File: config.mk
export PLATFORM = sky130hd
export DESIGN_NAME = motor_feedback_angle_unwrap_top
export DESIGN_NICKNAME = d
export VERILOG_FILES = /design/src/rtl/core/mfau_pkg.sv /design/src/rtl/core/motor_feedback_angle_unwrap_top.sv
export VERILOG_INCLUDE_DIRS = /design/src /design/src/rtl/core
export SDC_FILE = /design/constraint.sdc
export NUM_CORES = 1
export LEC_CHECK = 0
export ABC_AREA = 0
export BUFFER_PORTS_ARGS = -buffer_cell sky130_fd_sc_hd__buf_4
export CAP_MARGIN = 20
export CORE_ASPECT_RATIO = 1.5
export CORE_MARGIN = 4
export CORE_UTILIZATION = 55
export DETAILED_ROUTE_END_ITERATION = 10
export GPL_ROUTABILITY_DRIVEN = 0
export GPL_TIMING_DRIVEN = 0
export PLACE_DENSITY = 0.85
export REMOVE_ABC_BUFFERS = 1
export SYNTH_ARGS = -nofsm -noshare
export SYNTH_HDL_FRONTEND = slang
export SYNTH_SLANG_ARGS = --single-unit
File: constraint.sdc
create_clock -name clk -period 15.75 [get_ports clk]
set_input_delay 1.575 -clock clk [delete_from_list [all_inputs] [get_ports clk]]
set_output_delay 1.575 -clock clk [all_outputs]
set_load 0.02 [all_outputs]
File: src/rtl/core/motor_feedback_angle_unwrap_top_defines.svh
// Assertion macros shared by the RTL of the angle unwrap block.
`ifndef MOTOR_FEEDBACK_ANGLE_UNWRAP_TOP_DEFINES_SVH
`define MOTOR_FEEDBACK_ANGLE_UNWRAP_TOP_DEFINES_SVH
`ifndef SYNTHESIS
`define MFAU_ASSERT(lbl, expr, msg) \
    lbl: assert property (@(posedge clk) disable iff (!rst_n) (expr)) else $error(msg);
`define MFAU_ASSERT_IMPL(lbl, ante, cons, msg) \
    lbl: assert property (@(posedge clk) disable iff (!rst_n) (ante) |-> (cons)) \
        else $error(msg);
`define MFAU_ASSERT_NEXT(lbl, ante, cons, msg) \
    lbl: assert property (@(posedge clk) disable iff (!rst_n) (ante) |=> (cons)) \
        else $error(msg);
`else
`define MFAU_ASSERT(lbl, expr, msg)
`define MFAU_ASSERT_IMPL(lbl, ante, cons, msg)
`define MFAU_ASSERT_NEXT(lbl, ante, cons, msg)
`endif
`endif

File: src/rtl/core/mfau_pkg.sv
package mfau_pkg;

    localparam int ID_W    = 11;
    localparam int ANGLE_W = 16;
    localparam int SPEED_W = 16;
    localparam int TEMP_W  = 8;
    localparam int CUR_W   = ANGLE_W + 1;
    localparam int OUT_TOTAL_W = 32;

    localparam logic [ID_W-1:0] FEEDBACK_BASE_RESET = 11'h201;
    localparam int COUNTS_PER_TURN_DEFAULT = 8192;
    localparam int TOTAL_WIDTH_DEFAULT     = 32;

    localparam int NUM_SLOTS  = 4;
    localparam int SLOT_ONE   = 0;
    localparam int SLOT_TWO   = 1;
    localparam int SLOT_THREE = 2;
    localparam int SLOT_FOUR  = 3;

    localparam int IN_ID_LSB    = 0;
    localparam int IN_ANGLE_LSB = IN_ID_LSB + ID_W;
    localparam int IN_SPEED_LSB = IN_ANGLE_LSB + ANGLE_W;
    localparam int IN_TEMP_LSB  = IN_SPEED_LSB + SPEED_W;
    localparam int IN_USED_W    = IN_TEMP_LSB + TEMP_W;
    localparam int IN_TDATA_W   = ((IN_USED_W + 7) / 8) * 8;

    localparam int OUT_TDATA_W = 4 * ANGLE_W + 4 * SPEED_W + 2 * TEMP_W
                                 + 2 * OUT_TOTAL_W;

endpackage

File: src/rtl/core/motor_feedback_angle_unwrap_top.sv
// Channel     Direction  Beat contents
// s_axis      in         frame identifier, angle, speed and temperature of one frame
// m_axis      out        stored slot values and both multi-turn totals
// cfg         in         feedback base identifier
//
// One beat is taken per cycle unless a stall on m_tready holds the pipeline.
// The input register and the slot registers form a two-stage pipeline with the
// combinational unwrap between them.
// A stall on m_tready holds the slot registers and backs up into s_tready.
// Reset restores every slot, offset and total to zero and the base to 0x201.
module motor_feedback_angle_unwrap_top #(
    parameter int COUNTS_PER_TURN = mfau_pkg::COUNTS_PER_TURN_DEFAULT,
    parameter int TOTAL_WIDTH     = mfau_pkg::TOTAL_WIDTH_DEFAULT
) (
    input  logic                              clk,
    input  logic                              rst_n,
    input  logic                              s_tvalid,
    output logic                              s_tready,
    // frame_id, angle_raw, speed_raw, temp_raw, zero pad
    input  logic [mfau_pkg::IN_TDATA_W-1:0]   s_tdata,
    output logic                              m_tvalid,
    input  logic                              m_tready,
    // motor_one_angle, motor_one_speed, motor_one_temp, motor_two_angle,
    // motor_two_speed, motor_two_temp, motor_three_angle, motor_three_speed,
    // motor_four_angle, motor_four_speed, total_three, total_four
    output logic [mfau_pkg::OUT_TDATA_W-1:0]  m_tdata,
    input  logic                              cfg_valid,
    output logic                              cfg_ready,
    input  logic [mfau_pkg::ID_W-1:0]         cfg_data
);
    import mfau_pkg::*;

`include "motor_feedback_angle_unwrap_top_defines.svh"

    localparam int TURN_W = $clog2(COUNTS_PER_TURN + 1);
    localparam int STEP_W = ((TURN_W > CUR_W) ? TURN_W : CUR_W) + 2;

    function automatic logic signed [STEP_W-1:0] pick_step(
        input logic signed [CUR_W-1:0] cur,
        input logic signed [CUR_W-1:0] prev
    );
        logic signed [STEP_W-1:0] plain;
        logic signed [STEP_W-1:0] adj;
        logic signed [STEP_W-1:0] turn;
        logic [STEP_W-1:0] mag_plain;
        logic [STEP_W-1:0] mag_adj;
        plain = STEP_W'(cur) - STEP_W'(prev);
        turn  = STEP_W'(COUNTS_PER_TURN);
        adj   = (prev > cur) ? plain + turn : plain - turn;
        mag_plain = plain[STEP_W-1] ? -plain : plain;
        mag_adj   = adj[STEP_W-1] ? -adj : adj;
        return (mag_adj > mag_plain) ? plain : adj;
    endfunction

    logic                         in_valid_reg;
    logic [IN_TDATA_W-1:0]        in_data_reg;
    logic                         out_valid_reg;
    logic [ID_W-1:0]              base_reg;

    logic signed [ANGLE_W-1:0]    one_angle_reg, two_angle_reg;
    logic signed [ANGLE_W-1:0]    three_angle_reg, four_angle_reg;
    logic signed [SPEED_W-1:0]    one_speed_reg, two_speed_reg;
    logic signed [SPEED_W-1:0]    three_speed_reg, four_speed_reg;
    logic [TEMP_W-1:0]            one_temp_reg, two_temp_reg;
    logic signed [ANGLE_W-1:0]    offset_three_reg, offset_four_reg;
    logic signed [CUR_W-1:0]      prev_three_reg, prev_four_reg;
    logic [TOTAL_WIDTH-1:0]       sum_three_reg, sum_four_reg;

    logic signed [ANGLE_W-1:0]    three_angle_next, four_angle_next;
    logic signed [ANGLE_W-1:0]    offset_three_next, offset_four_next;
    logic signed [CUR_W-1:0]      prev_three_next, prev_four_next;
    logic [TOTAL_WIDTH-1:0]       sum_three_next, sum_four_next;

    logic                         out_free;
    logic                         advance;
    logic [ID_W-1:0]              in_id;
    logic signed [ANGLE_W-1:0]    in_angle;
    logic signed [SPEED_W-1:0]    in_speed;
    logic [TEMP_W-1:0]            in_temp;
    logic [NUM_SLOTS-1:0]         hit;

    assign out_free  = !out_valid_reg || m_tready;
    assign advance   = in_valid_reg && out_free;
    assign s_tready  = !in_valid_reg || out_free;
    assign m_tvalid  = out_valid_reg;
    assign cfg_ready = 1'b1;

    assign in_id    = in_data_reg[IN_ANGLE_LSB-1:IN_ID_LSB];
    assign in_angle = in_data_reg[IN_SPEED_LSB-1:IN_ANGLE_LSB];
    assign in_speed = in_data_reg[IN_TEMP_LSB-1:IN_SPEED_LSB];
    assign in_temp  = in_data_reg[IN_USED_W-1:IN_TEMP_LSB];

    always_comb
    begin
        for (int k = 0; k < NUM_SLOTS; k++)
        begin
            hit[k] = ({1'b0, in_id} == ({1'b0, base_reg} + (ID_W + 1)'(k)));
        end
    end

    always_comb
    begin
        three_angle_next = hit[SLOT_THREE] ? in_angle : three_angle_reg;
        four_angle_next  = hit[SLOT_FOUR] ? in_angle : four_angle_reg;

        offset_three_next = (offset_three_reg == '0 && three_angle_next > 16'sd1)
                            ? three_angle_next : offset_three_reg;
        offset_four_next  = (offset_four_reg == '0 && four_angle_next > 16'sd1)
                            ? four_angle_next : offset_four_reg;

        prev_three_next = CUR_W'(three_angle_next) - CUR_W'(offset_three_next);
        prev_four_next  = CUR_W'(four_angle_next) - CUR_W'(offset_four_next);

        sum_three_next = sum_three_reg
                         + TOTAL_WIDTH'(pick_step(prev_three_next, prev_three_reg));
        sum_four_next  = sum_four_reg
                         + TOTAL_WIDTH'(pick_step(prev_four_next, prev_four_reg));
    end

    always_ff @(posedge clk or negedge rst_n)
    begin
        if (!rst_n)
        begin
            in_valid_reg  <= 1'b0;
            out_valid_reg <= 1'b0;
            base_reg      <= FEEDBACK_BASE_RESET;
        end
        else
        begin
            if (s_tready)
            begin
                in_valid_reg <= s_tvalid;
            end
            if (out_free)
            begin
                out_valid_reg <= in_valid_reg;
            end
            if (cfg_valid && cfg_ready)
            begin
                base_reg <= cfg_data;
            end
        end
    end

    always_ff @(posedge clk)
    begin
        if (s_tvalid && s_tready)
        begin
            in_data_reg <= s_tdata;
        end
    end

    always_ff @(posedge clk or negedge rst_n)
    begin
        if (!rst_n)
        begin
            one_angle_reg    <= '0;
            one_speed_reg    <= '0;
            one_temp_reg     <= '0;
            two_angle_reg    <= '0;
            two_speed_reg    <= '0;
            two_temp_reg     <= '0;
            three_angle_reg  <= '0;
            three_speed_reg  <= '0;
            four_angle_reg   <= '0;
            four_speed_reg   <= '0;
            offset_three_reg <= '0;
            offset_four_reg  <= '0;
            prev_three_reg   <= '0;
            prev_four_reg    <= '0;
            sum_three_reg    <= '0;
            sum_four_reg     <= '0;
        end
        else if (advance)
        begin
            if (hit[SLOT_ONE])
            begin
                one_angle_reg <= in_angle;
                one_speed_reg <= in_speed;
                one_temp_reg  <= in_temp;
            end
            if (hit[SLOT_TWO])
            begin
                two_angle_reg <= in_angle;
                two_speed_reg <= in_speed;
                two_temp_reg  <= in_temp;
            end
            if (hit[SLOT_THREE])
            begin
                three_speed_reg <= in_speed;
            end
            if (hit[SLOT_FOUR])
            begin
                four_speed_reg <= in_speed;
            end
            three_angle_reg  <= three_angle_next;
            four_angle_reg   <= four_angle_next;
            offset_three_reg <= offset_three_next;
            offset_four_reg  <= offset_four_next;
            prev_three_reg   <= prev_three_next;
            prev_four_reg    <= prev_four_next;
            sum_three_reg    <= sum_three_next;
            sum_four_reg     <= sum_four_next;
        end
    end

    assign m_tdata = {OUT_TOTAL_W'(sum_four_reg), OUT_TOTAL_W'(sum_three_reg),
                      four_speed_reg, four_angle_reg,
                      three_speed_reg, three_angle_reg,
                      two_temp_reg, two_speed_reg, two_angle_reg,
                      one_temp_reg, one_speed_reg, one_angle_reg};

    `MFAU_ASSERT_NEXT(a_offset_three_kept, offset_three_reg != '0, offset_three_reg != '0,
        "Latched offset of slot three was lost")
    `MFAU_ASSERT_IMPL(a_offset_four_above_one, offset_four_reg != '0,
        offset_four_reg > 16'sd1, "Latched offset of slot four is not above one")
    `MFAU_ASSERT_NEXT(a_totals_hold, !advance,
        $stable(sum_three_reg) && $stable(sum_four_reg), "Totals moved without a beat")
    `MFAU_ASSERT_NEXT(a_held_beat_kept, in_valid_reg && !advance,
        in_valid_reg && $stable(in_data_reg), "Waiting input beat was dropped")

endmodule
==> reports/metrics.csv, run 1 <==
stage,metric,value,unit
grt,largest net degree at the start of global routing,121,
logic_synthesis,part of the Yosys area used for sequential elements,39.02,%
run_status,status,finished with violations,
critical_path,crit-path max cell delay,0.56,ns
cts,"Hold-fix buffers, CTS",0,
grt,GRT overflow,0,
timing,Tmin final,14.81,ns
grt,antenna violations before repair,0,
cts,CTS tree,built,
logic_synthesis,Mean Syn Cell Area,9.852,um2
flow_run,Max-Cap Viols,0,
timing,final period utilization,94.05,%
timing,RSZ-0062 raised after global routing,false,
detailed_routing,initial drt markers,1231,
detailed_routing,DR vias,18580,
cts,Clock Latency Late Sink,0.54,ns
critical_path,worst setup path start,base_reg[1],
finish,nets,2786,
logic_synthesis,Post-synth EDFFs,51,
cts,clock root cell,clkbuf_16,
finish,most frequent cells in the layout,"buf_4, dfrtp_1, mux2_2, nand2_1, ha_1",
detailed_routing,DRT Pass-1 Iters,9,
logic_synthesis,"Async S/R FF share, synth",84.91,%
critical_path,Worst setup SP type,flip-flop,
finish,# diodes,0,
grt,first-pass GRT wire length,98370,um
timing,Worst-Margin Slew,0.9867,ns
timing,setup TNS,0,ns
detailed_routing,final wirelength,60790,um
grt,GRT Util Overall,26.87,%
timing,final slew viol count,0,
floorplanning,IO Pins,283,
critical_path,Critical Path RT,16.18,ns
floorplanning,Row Count,90,
critical_path,r2r startpoint,base_reg[1],
place,placement-stage cell area,25060,um2
detailed_routing,Post-DRT Antenna Nets,0,
cts,CTS H-tree depth,2,
logic_synthesis,Netlist Area Pre-Place,22340,um2
finish,"most common cell after layout, fill and taps aside",buf_4,
finish,fraction of layout cells with a size suffix above 1,23.86,%
timing,Fmax,0.06751,GHz
critical_path,"most used cell, CP",o21ai_0,
logic_synthesis,Ys Warns,0,
place,port buffer count,276,
detailed_routing,DR vias/cell,6.050,
run_status,failing checks,DRC,
critical_path,Worst Path Max Fanout,13,
cts,CTS Buf Count,34,
cts,"CTS clk-pin slew, worst paths",0.07,ns
finish,"non-filler cells, final",3071,
grt,number of global-route vias before repair,19270,
logic_synthesis,Yosys cell types,92,
cts,clk sinks,338,
min_path,worst hold path type,reg -> reg,
finish,Final Cell Area,26280,um2
place,post-DP HPWL,44260,um
place,number of instances in the placed design,3003,
finish,max reg flops,51,
logic_synthesis,Syn Inst Count,2267,
logic_synthesis,Synth Register Bits,338,
critical_path,Setup Crit Path Kind,reg -> reg,
timing,Fin. Hold Viols,0,
detailed_routing,Post-route DRC,1,
critical_path,Crit. End Element,flip-flop,
detailed_routing,Routed WL per cell,19.79,um
timing,Final setup violation count,0,
timing,Worst Skew,0.01610,ns
floorplanning,Die Y,254.8,um
min_path,startpoint of the worst hold path,offset_three_reg[15],
cts,Clock Tree Buf Depth,3,
logic_synthesis,top_reg_cell synth,dfrtp_1,
floorplanning,Initial Util,55.56,%
floorplanning,die area,43960,um2
timing,Max transition margin,34.00,%
floorplanning,DIE WIDTH,172.5,um
critical_path,CP max-delay cell,a2111oi_1,
finish,"Area growth, synth to finish",17.67,%
floorplanning,CORE AREA,40200,um2
critical_path,critical path arrival,15.24,ns
==> worst paths after layout <==
kind | slack [ns] | to | cells past startpoint
worst min-delay path | 0.42 | offset_three_reg[15] | 0
worst max-delay path | 0.94 | sum_four_reg[31] | 58
max in group asynchronous | 13.69 | offset_four_reg[4] | 2
min in group asynchronous | 1.00 | base_reg[1] | 1
worst max register to register | 0.94 | sum_four_reg[31] | 58
worst min register to register | 0.42 | offset_three_reg[15] | 0
==> timing repair <==
| action | 4_1_cts | 5_1_grt |
|---|---|---|
| buffers inserted | 3 | 2 |
| resized for setup | 1 | 17 |
| pin swaps | 1 | 0 |
| endpoints found under the setup margin | 1 | 7 |
==> metal layers <==
layer | wire length (um) | global-route usage, % | up-vias
met3 | 4478 | 6.880 | 205
met4 | 2816 | 11.87 | 0
met1 | 22640 | 29.33 | 8906
met2 | 30850 | 49.49 | 716
met5 | 0 | 0 | -
li1 | - | - | 8752
==> critical path, delay by kind of cell (launching register included) <==
kind	cells	cell delay, ns
compound gates	34	8.08
fa+ha+maj	7	2.40
simple gates	9	2.06
mux	3	0.87
buf+inv	3	0.52
flops	1	0.47
xor+xnor	2	0.28
==> logic make-up (layout without fill, tap and decap cells) <==
kind of cell    count (synthesis)  count (layout)  synth area share (%)
xor+xnor                      200             200                 7.876
compound gates                558             558                 16.00
simple gates                  612             612                 13.42
mux                           212             212                 10.63
other cells                     2               5               0.03362
fa+ha+maj                     177             177                 10.06
buf+inv                       168             463                 2.958
flops                         338             338                 39.02
==> synthesized netlist by cell type (all sizes together) (5+ instances only) <==
cell       n  area share, %
or3       20           0.56
xor2      82            3.2
nor4      34           0.98
xnor2    118            4.6
or4       12           0.40
o21ai    162            3.6
mux2     195            9.8
o31ai     14           0.47
clkbuf    50           0.84
dfrtp    285             32
nand3     35           0.78
inv      103            1.7
edfxtp    51            6.9
nor2b     23           0.64
and3       7           0.20
a211o      7           0.27
nor3      48            1.1
nor3b      7           0.24
a31o       6           0.24
nor2     137            2.3
nand2b    30           0.84
o211ai     7           0.24
a211oi    16           0.54
mux2i     17           0.80
a221oi     7           0.36
and2      13           0.36
nand2    195            3.3
or2       13           0.36
buf       15           0.39
fa         5           0.45
a21o      74            2.5
o21a      27           0.91
o21bai    22           0.74
a2111oi    6           0.24
ha       170            9.5
a31oi     11           0.31
a21oi    140            3.2
nand4     22           0.67
==> layout make-up <==
class / count / area [um2]
fillers: 2981 / 13920
multi-input cells: 1764 / 13080
flip-flops and latches: 338 / 8716
repair buffers: 298 / 2366
clock buffers: 44 / 939.7
well taps: 506 / 633.1
inverters: 103 / 386.6
clock inverters: 18 / 166.4
==> per-stage QoR <==
stage                     setup WS, ns  hold slack [ns]  utilization [%]
after floorplan                  3.182           0.3741                -
after global placement          0.3672           0.4035            61.63
after detailed placement      0.002029           0.4020            62.34
after CTS                       0.1554           0.4151            65.15
after global routing           0.06097           0.4472            65.38
final                           0.9373           0.4156            65.38
Power of run 1 is not shown: default switching activity piles up to over one toggle a cycle in this logic, so the estimate is an artifact.
==> run 2, diff against run 1 <==
clock period = 14.2 ns   (was 15.75 ns; I/O delays follow)
==> reports/metrics.csv, run 2 (synthesis gave the netlist of run 1 again) <==
stage,metric,value,unit,change
critical_path,Reg2Reg Depth,57,,-1.7%
critical_path,worst setup path start,base_reg[0],,
grt,largest net degree at the start of global routing,121,,unchanged
timing,Worst Skew,0.01461,ns,-0.001481 ns
detailed_routing,Post-DRT Antenna Nets,0,,unchanged
finish,nets,2804,,+0.65%
floorplanning,die area,43960,um2,unchanged
place,post-DP HPWL,44260,um,unchanged
timing,Worst Hold Slack,0.4153,ns,-0.0002820 ns
detailed_routing,initial drt markers,1409,,+14%
timing,Max transition margin,39.71,%,+5.7 points
timing,Tmin final,13.57,ns,-1.246 ns
grt,number of global-route vias before repair,19310,,+0.21%
place,Place WS,-1.548,ns,-1.550 ns
finish,"most common cell after layout, fill and taps aside",buf_4,,
detailed_routing,DR vias,18800,,+1.2%
flow_run,Max-Cap Viols,0,,unchanged
timing,Fin. Hold Viols,0,,unchanged
critical_path,CP max-delay cell,dfstp_2,,
floorplanning,CORE AREA,40200,um2,unchanged
cts,"CTS clk-pin slew, worst paths",0.07,ns,about the same
critical_path,worst r2r dst,sum_four_reg[31],,
floorplanning,Row Count,90,,unchanged
floorplanning,Die Y,254.8,um,unchanged
cts,Clock Latency Late Sink,0.54,ns,about the same
detailed_routing,Post-route DRC,0,,-1
critical_path,Reg2Reg Setup Slack,0.63,ns,-0.30 ns
timing,Setup WS post-layout,0.6331,ns,-0.3042 ns
floorplanning,DIE WIDTH,172.5,um,unchanged
cts,clk sinks,338,,unchanged
min_path,hold worst-path end,offset_three_reg[15],,
place,port buffer count,276,,unchanged
detailed_routing,Routed WL per cell,20.25,um,+2.3%
cts,CTS tree,built,,
timing,Fmax,0.07371,GHz,+9.2%
floorplanning,Initial Util,55.56,%,unchanged
critical_path,Crit. End Element,flip-flop,,
critical_path,Critical Path RT,14.63,ns,-1.55 ns
detailed_routing,final wirelength,62560,um,+2.9%
finish,max reg flops,51,,unchanged
critical_path,critical path arrival,13.99,ns,-1.25 ns
critical_path,r2r startpoint,base_reg[0],,
detailed_routing,DR vias/cell,6.086,,+0.59%
run_status,status,finished clean,,
detailed_routing,DRT Pass-1 Iters,5,,-4
grt,GRT overflow,0,,unchanged
grt,first-pass GRT wire length,98780,um,+0.42%
timing,final period utilization,95.54,%,+1.5 points
timing,Worst-Margin Slew,0.8815,ns,-0.1052 ns
critical_path,Setup Crit Path Kind,reg -> reg,,
grt,antenna violations before repair,0,,unchanged
cts,Clock Tree Buf Depth,3,,unchanged
cts,clock root cell,clkbuf_16,,
timing,Final setup violation count,0,,unchanged
finish,# diodes,0,,unchanged
finish,fraction of layout cells with a size suffix above 1,25.55,%,+1.7 points
timing,setup TNS,0,ns,unchanged
critical_path,Worst Path Max Fanout,13,,unchanged
cts,CTS Buf Count,34,,unchanged
timing,final slew viol count,0,,unchanged
finish,Final Util,66.29,%,+0.91 points
min_path,Hold Crit Depth,0,,unchanged
min_path,worst hold path type,reg -> reg,,
grt,GRT Util Overall,27.02,%,+0.16 points
min_path,startpoint of the worst hold path,offset_three_reg[15],,
finish,most frequent cells in the layout,"buf_4, dfrtp_1, mux2_2, nand2_1, ha_1",,
critical_path,Worst setup SP type,flip-flop,,
cts,CTS H-tree depth,2,,unchanged
floorplanning,IO Pins,283,,unchanged
critical_path,crit-path max cell delay,0.61,ns,+0.05 ns
finish,"Area growth, synth to finish",19.31,%,
run 2: critical path, delay by kind of cell (launching register included):
kind	cells	cell delay [ns]
AOI/OAI and AO/OA	26	5.54
DFF	1	0.61
adders and majority gates	7	2.33
and+or+nand+nor	12	2.82
muxes	4	0.97
buffers and inverters	5	0.65
xor gates and xnor gates	3	0.49
run 2: metrics by stage:
stage	area, um2	cells
2_1_floorplan	22070	2205
3_3_place_gp	24780	2987
3_5_place_dp	25060	3003
4_1_cts	26300	3069
5_1_grt	26650	3089
6_report	26650	3089
run 2: worst max path at each step:
stage / endpoint / cells past startpoint
floorplan: sum_three_reg[31] / 58
global placement: sum_four_reg[31] / 56
detailed placement: sum_four_reg[31] / 55
CTS: sum_four_reg[31] / 59
global route: sum_three_reg[31] / 59
finish: sum_four_reg[31] / 57
run 2: repair_timing:
action / CTS / global route
gates cloned: 0 / 0
setup buffers: 4 / 19
endpoints found under the setup margin: 14 / 19
gates resized for setup: 23 / 40
pin swaps: 1 / 14
hold buffers: 0 / 0
run 2: routing by layer:
metal / routed length (um) / GRT usage (%)
met1: 23040 / 29.58
met2: 31890 / 49.65
met3: 4639 / 6.747
met4: 2981 / 12.30
met5: 0 / 0
run 2: cell type report:
| type | count | area, um2 |
|---|---|---|
| Fill cell | 2916 | 13550 |
| Sequential cell | 338 | 8721 |
| Clock inverter | 18 | 166.4 |
| Clock buffer | 44 | 939.7 |
| Inverter | 103 | 390.4 |
| Timing Repair Buffer | 316 | 2501 |
| Multi-Input combinational cell | 1764 | 13300 |
| Tap cell | 506 | 633.1 |
Power of run 2 is left out for the same reason.
